**src/hw/rtl/spcp_pkg.sv**
```systemverilog
// Shared types and constants for the spline camera path player.
package spcp_pkg;

    // Transaction kinds on the input channel
    localparam logic [1:0] KIND_APPEND = 2'd0;
    localparam logic [1:0] KIND_CLEAR  = 2'd1;
    localparam logic [1:0] KIND_TICK   = 2'd2;

    // Width of the six-times-scaled control values inside a lane
    localparam int VW = 37;

    // Quotient bits produced per divider step
    localparam int DIG_W = 16;

    // Number of lanes: eye x, y, z then look-at x, y, z
    localparam int NUM_LANES = 6;

    typedef enum logic [3:0] {
        ST_IDLE,
        ST_NORM,
        ST_WRAP,
        ST_RD,
        ST_RDW,
        ST_CTRL,
        ST_DIFF,
        ST_MUL,
        ST_DLD,
        ST_DIV,
        ST_WB,
        ST_FLD,
        ST_FIN
    } t_state;

    typedef struct packed {
        logic       append;
        logic       clear;
        logic       norm_ld;
        logic       norm_step;
        logic       wrap;
        logic       rd_en;
        logic [1:0] rd_slot;
        logic       ctrl_ld;
        logic       diff;
        logic       mul;
        logic       div_ld;
        logic       div_fin_ld;
        logic       div_step;
        logic       wb;
        logic [1:0] sel;
        logic       out_ld;
        logic       out_zero;
    } t_dp_cmd;

    typedef struct packed {
        logic short_path;
        logic norm_done;
        logic div_last;
    } t_dp_stat;

    // Left point of the pair used by each de Casteljau lerp, in order
    function automatic logic [1:0] lerp_sel(input logic [2:0] j);
        logic [1:0] s;
        case (j) inside
            3'd0, 3'd3, 3'd5: s = 2'd0;
            3'd1, 3'd4:       s = 2'd1;
            3'd2:             s = 2'd2;
            default:          s = 2'd0;
        endcase
        return s;
    endfunction

endpackage

```
**src/hw/rtl/spcp_ctrl.sv**
```systemverilog
// Controller: sequences store updates, position update, gather and lerp steps.
module spcp_ctrl
    import spcp_pkg::*;
(
    input  logic       i_clk,
    input  logic       i_rst_n,
    input  logic       i_in_valid,
    output logic       o_in_ready,
    input  logic [1:0] i_kind,
    output logic       o_out_valid,
    input  logic       i_out_ready,
    output t_dp_cmd    o_cmd,
    input  t_dp_stat   i_stat
);

    t_state     r_state, n_state;
    logic [2:0] r_cnt, n_cnt;
    logic       r_short, n_short;
    logic       r_out_valid, n_out_valid;

    always_ff @(posedge i_clk) begin
        if (!i_rst_n) begin
            r_state     <= ST_IDLE;
            r_cnt       <= '0;
            r_short     <= 1'b0;
            r_out_valid <= 1'b0;
        end else begin
            r_state     <= n_state;
            r_cnt       <= n_cnt;
            r_short     <= n_short;
            r_out_valid <= n_out_valid;
        end
    end

    always_comb begin
        n_state     = r_state;
        n_cnt       = r_cnt;
        n_short     = r_short;
        n_out_valid = r_out_valid & ~i_out_ready;
        o_cmd       = '0;
        o_in_ready  = 1'b0;
        unique case (r_state)
            ST_IDLE: begin
                o_in_ready = 1'b1;
                if (i_in_valid) begin
                    unique case (i_kind)
                        KIND_APPEND: o_cmd.append = 1'b1;
                        KIND_CLEAR:  o_cmd.clear  = 1'b1;
                        KIND_TICK: begin
                            if (i_stat.short_path) begin
                                n_short = 1'b1;
                                n_state = ST_FIN;
                            end else begin
                                n_short      = 1'b0;
                                o_cmd.norm_ld = 1'b1;
                                n_state      = ST_NORM;
                            end
                        end
                        default: ;
                    endcase
                end
            end
            ST_NORM: begin
                if (i_stat.norm_done) begin
                    n_state = ST_WRAP;
                end else begin
                    o_cmd.norm_step = 1'b1;
                end
            end
            ST_WRAP: begin
                o_cmd.wrap = 1'b1;
                n_cnt      = '0;
                n_state    = ST_RD;
            end
            ST_RD: begin
                o_cmd.rd_en   = 1'b1;
                o_cmd.rd_slot = r_cnt[1:0];
                if (r_cnt == 3'd3) begin
                    n_state = ST_RDW;
                end else begin
                    n_cnt = r_cnt + 3'd1;
                end
            end
            ST_RDW: n_state = ST_CTRL;
            ST_CTRL: begin
                o_cmd.ctrl_ld = 1'b1;
                n_cnt         = '0;
                n_state       = ST_DIFF;
            end
            ST_DIFF: begin
                o_cmd.diff = 1'b1;
                o_cmd.sel  = lerp_sel(r_cnt);
                n_state    = ST_MUL;
            end
            ST_MUL: begin
                o_cmd.mul = 1'b1;
                n_state   = ST_DLD;
            end
            ST_DLD: begin
                o_cmd.div_ld = 1'b1;
                n_state      = ST_DIV;
            end
            ST_DIV: begin
                o_cmd.div_step = 1'b1;
                if (i_stat.div_last) begin
                    n_state = (r_cnt == 3'd6) ? ST_FIN : ST_WB;
                end
            end
            ST_WB: begin
                o_cmd.wb  = 1'b1;
                o_cmd.sel = lerp_sel(r_cnt);
                if (r_cnt == 3'd5) begin
                    n_state = ST_FLD;
                end else begin
                    n_cnt   = r_cnt + 3'd1;
                    n_state = ST_DIFF;
                end
            end
            ST_FLD: begin
                o_cmd.div_fin_ld = 1'b1;
                n_cnt            = 3'd6;
                n_state          = ST_DIV;
            end
            ST_FIN: begin
                if (!r_out_valid || i_out_ready) begin
                    o_cmd.out_ld   = 1'b1;
                    o_cmd.out_zero = r_short;
                    n_out_valid    = 1'b1;
                    n_state        = ST_IDLE;
                end
            end
            default: n_state = ST_IDLE;
        endcase
    end

    assign o_out_valid = r_out_valid;

endmodule

```
**config.mk**
```make
export PLATFORM = sky130hd
export DESIGN_NAME = spcp_ctrl
export DESIGN_NICKNAME = d
export VERILOG_FILES = /design/src/hw/rtl/spcp_pkg.sv /design/src/hw/rtl/spcp_ctrl.sv
export SDC_FILE = /design/constraint.sdc
export NUM_CORES = 1
export LEC_CHECK = 0
export ABC_AREA = 1
export BUFFER_PORTS_ARGS = -buffer_cell sky130_fd_sc_hd__buf_2
export CAP_MARGIN = 40
export CORE_UTILIZATION = 52
export DETAILED_ROUTE_END_ITERATION = 8
export GPL_ROUTABILITY_DRIVEN = 0
export GPL_TIMING_DRIVEN = 0
export PLACE_DENSITY = 0.83
export SLEW_MARGIN = 40
export SYNTH_ARGS = -nofsm -noshare
export SYNTH_HDL_FRONTEND = slang
export SYNTH_SLANG_ARGS = --single-unit
```
**constraint.sdc**
```tcl
create_clock -name i_clk -period 2.55 [get_ports i_clk]
set_input_delay 0.51 -clock i_clk [delete_from_list [all_inputs] [get_ports i_clk]]
set_output_delay 0.51 -clock i_clk [all_outputs]
set_load 0.01 [all_outputs]
```
# Word level (Yosys, flattened, before mapping)

Cells that the tools add are included.

Shift operators: 0
Add/sub/neg operators: 1
Reduce and logical (&&, ||, !) cells: 14
Div/mod/pow operators: 0
Multiply operators: 0
Mux-type cells: 40
Magnitude comparators: 0
Equal/unequal tests: 28
Bitwise logic cells: 2

Operators with widths:

| cell                                                                  | count |
|---|---|
| 4-bit case mux with 12 select lines                                   | 1 |
| 4-bit 2-to-1 mux                                                      | 8 |
| 4-bit equality test, second input constant                            | 5 |
| 1-bit 2-to-1 mux                                                      | 18 |
| 3-bit 2-to-1 mux                                                      | 6 |
| 4-bit by 3-bit equality test with 1-bit output, second input constant | 4 |
| 2-bit != test, second input constant                                  | 7 |
| 2-bit 2-to-1 mux                                                      | 6 |
| 3-bit case mux with 4 select lines                                    | 1 |
| 3-bit equality test, second input constant                            | 3 |
| 4-bit by 2-bit equality test with 1-bit output, second input constant | 2 |
| 2-bit OR reduction                                                    | 4 |
| 3-bit by 2-bit equality test with 1-bit output, second input constant | 2 |
| 3-bit AND reduction                                                   | 2 |
| 6-bit AND reduction                                                   | 1 |
| 4-bit by 1-bit equality test with 1-bit output, second input constant | 1 |
| 4-bit zero test                                                       | 1 |
| 4-bit nonzero test                                                    | 1 |
| 3-bit by 1-bit adder with 3-bit output, second input constant         | 1 |
| 3-bit by 1-bit equality test with 1-bit output, second input constant | 1 |
| 3-bit zero test                                                       | 1 |
| 3-bit OR reduction                                                    | 1 |
| 2-bit by 1-bit equality test with 1-bit output, second input constant | 1 |
| 2-bit equality test, second input constant                            | 1 |
| 6 further kinds                                                       | 6 |

Bits in writable memories: 0
Latch bits: 0
Logic and storage cells: 89
Bits in read-only memories: 0
Input port bits: 9
Bits in registers: 9
Memories kept: 0

# Depth between registers and ports, before layout

Word-level depth: 5
Gate-level depth with buffers: 10

# Worst setup path before layout

OpenSTA, ideal clock, no wires.

Kind: reg2out
From: register r_cnt[0]
To: output port o_cmd[2] in the netlist's numbering
Stages on the path, launching flop included: 8
Setup slack: 0.813 ns
Data arrival time: 1.227 ns
Cells stage by stage: dfxtp_1 > ha_1 > ha_1 > inv_1 > nand2_1 > a21oi_1 > o21ai_0 > a21oi_1

RTL lines:

| what                   | line            | RTL |
|---|---|---|
| from (decl)            | spcp_ctrl.sv:17 | `logic [2:0] r_cnt, n_cnt;` |
| from (signal assigned) | spcp_ctrl.sv:29 | `r_cnt <= n_cnt;` |
| to (decl)              | spcp_ctrl.sv:12 | `output t_dp_cmd o_cmd,` |

==> results_dict.tcl <==
set metrics [dict create \
    path_class "flop to output port" \
    p_leak_nw 0.616 \
    power_frac_seq_pct 26.6 \
    start_kind "flop" \
    tightest_slew_ns 0.303 \
    dp_slack_ns 0.680 \
    drcViolationCount 0 \
    min_path_type "primary input to flop" \
    vias 1038 \
    numCtsBuffers 3 \
    critPathSlowestCell "dfxtp_1" \
    ys_ff_latch 9 \
    path_clk_slew_ns 0.06 \
    yosysTopAreaCell "dfxtp_1" \
    ctsHoldBuffers 0 \
    clkPwrFrac_pct 11.8 \
    first_iter_violations 35 \
    p_sw_share_pct 51.8 \
    rsz0062_at_grt "false" \
    synth_cell_types 18 \
    grt_start_max_net_pins 9 \
    layout_commonest_cell "nand2_1" \
    final_net_count 198 \
    dp_hpwl_mm 1.64 \
    synth_area_um2 830 \
    ys_warn_count 0 \
    cp_slowest_stage_delay_ns 0.35 \
    combinationalPowerShare_pct 61.6 \
    period_share_pct 84.2 \
    initial_core_util_pct 55.1 \
    hold_viol_final 0 \
    io_pins 30 \
    synth_nets 164 \
    switchingPower_mw 0.462 \
    drive_gt1_share_pct 24.0 \
    syn_to_final_growth_pct 23.1 \
    cp.required_ns 2.04 \
    fin_setup_tns_ns 0 \
    skew_ns 0.00317 \
    via_per_inst 5.22 \
    clock_sinks 9 \
    maxSlewViolCount 0 \
    grt_overflow 0 \
    grt.total_usage_pct 24.9 \
    antenna_found_initial 0 \
    relSlewSlack_pct 79.8 \
    peakVddDrop_v 0.000754 \
    htreeDepth 1 \
    clock_latency_ns 0.25 \
    wl_mm 1.97 \
    arrival_ns 1.64 \
    synth.top_cell.area_share_pct 21.7 \
    detail_route.first_pass.iterations 6 \
    die_w_um 41.9 \
    period_needed_ns 2.15 \
    post-cts-setup-buffers 0 \
    powerDensity_nw_per_um2 874 \
    avgSynthCellArea_um2 5.53 \
    grt_pass1_vias 868 \
    wl_per_cell_um 9.90 \
    ctsRootBufferMaster "clkbuf_4" \
    fp.dieH_um 41.9 \
    fmax_mhz 466 \
    port-buffer-count 29 \
    outcome "complete, no violations" \
    synthCells 150 \
    postRouteAntennaNets 0 \
    final_cell_mix "nand2_1, buf_2, inv_1" \
    ctsResizeCount 0 \
    std_cell_rows 14 \
    postLayoutSetupSlackWorst_ns 0.402 \
    path_cells "ha_1 -> ha_1 -> inv_1 -> nand2_1 -> a21oi_1 -> o21ai_0 -> a21oi_1 -> buf_2" \
    setup_viol 0 \
    internal_power_mw 0.430 \
    tritoncts "built" \
    endpoint_kind "output port" \
    clock_path_buffers 2 \
    core_area_um2 1510 \
    grt_pass1_wl_mm 3.38 \
    die_area_um2 1760 \
    drv_cap 0 \
    n_antenna_cell 0 \
    path_max_fanout 5 \
    ys_seq_area_share_pct 21.7 \
    yosys-top-cells-area "dfxtp_1, nand2_1, inv_1" \
]
logic make-up after synthesis:
| family | Yosys count | synth area share [%] |
|---|---|---|
| adder cells (fa/ha/maj) | 5 | 7.54 |
| flip-flops | 9 | 21.7 |
| AO/OA/AOI/OAI | 19 | 12.4 |
| AND/OR/NAND/NOR | 88 | 45.2 |
| buffers and inverters | 29 | 13.1 |
per-stage QoR:
| step | cells | total power [mW] | instance area [um2] | hold WS [ns] | utilization [%] |
|---|---|---|---|---|---|
| final | 199 | 0.892 | 1020 | 0.487 | 67.8 |
| after global routing | 199 | 0.983 | 1020 | 0.499 | 67.8 |
| after CTS | 199 | 0.892 | 1020 | 0.482 | 67.8 |
| after detailed placement | 195 | 0.781 | 995 | 0.491 | 66.0 |
| after global placement | 195 | 0.765 | 995 | 0.489 | 66.0 |
| after floorplan | 150 | 0.640 | 830 | 0.476 | - |
critical path: cells and delay by family, from the launching register on:
kind / cells / cell delay [ns]
compound gates: 3 / 0.35
fa+ha+maj: 2 / 0.40
buf+inv: 2 / 0.23
flops: 1 / 0.35
simple gates: 1 / 0.05
final cells by class:
cell class | instances | area (um2)
timing repair buffer | 29 | 145
tap | 16 | 20.0
fill | 136 | 485
sequential | 9 | 180
multi-input combinational | 112 | 541
clock buffer | 4 | 26.3
inverter | 29 | 109
metal layers:
| layer | track usage, % | wire (um) | vias up |
|---|---|---|---|
| li1 | - | - | 536 |
| met1 | 29.6 | 868 | 451 |
| met2 | 43.1 | 936 | 47 |
| met3 | 2.61 | 133 | 4 |
| met4 | 13.5 | 31 | 0 |
| met5 | 0 | 0 | - |
synth_stat cells:
| master | instances |
|---|---|
| a21oi_1 | 11 |
| a31oi_1 | 1 |
| dfxtp_1 | 9 |
| ha_1 | 5 |
| inv_1 | 26 |
| inv_2 | 3 |
| nand2_1 | 43 |
| nand2_2 | 3 |
| nand3_1 | 9 |
| nand3_2 | 1 |
| nand4_1 | 1 |
| nor2_1 | 23 |
| nor2_2 | 4 |
| nor3_1 | 2 |
| nor4_1 | 2 |
| o21a_1 | 1 |
| o21ai_0 | 5 |
| o21ai_2 | 1 |
path summary, 6_finish.rpt:
check / from / endpoint / slack (ns) / depth (start not counted)
worst max-delay path: r_cnt[0] / o_cmd[2] / 0.40 / 8
worst min-delay path: i_rst_n / r_cnt[1] / 0.49 / 3
worst max register to register: r_cnt[0] / r_state[0] / 1.08 / 8
worst min register to register: r_short / r_short / 0.50 / 2
registers in the layout, summed over array words and instances, names as in the netlist:
signal,flops
o_out_valid,1
r_cnt,3
r_short,1
r_state,4
power by group through the flow:
stage               Clock [mW]  Combinational (mW)  Sequential (mW)
detailed placement           0               0.544            0.237
CTS                      0.110               0.548            0.234
global placement             0               0.531            0.234
global route             0.119               0.622            0.243
finish                   0.105               0.550            0.237
floorplan                    0               0.417            0.223
Power figures use the tool's default switching activity.
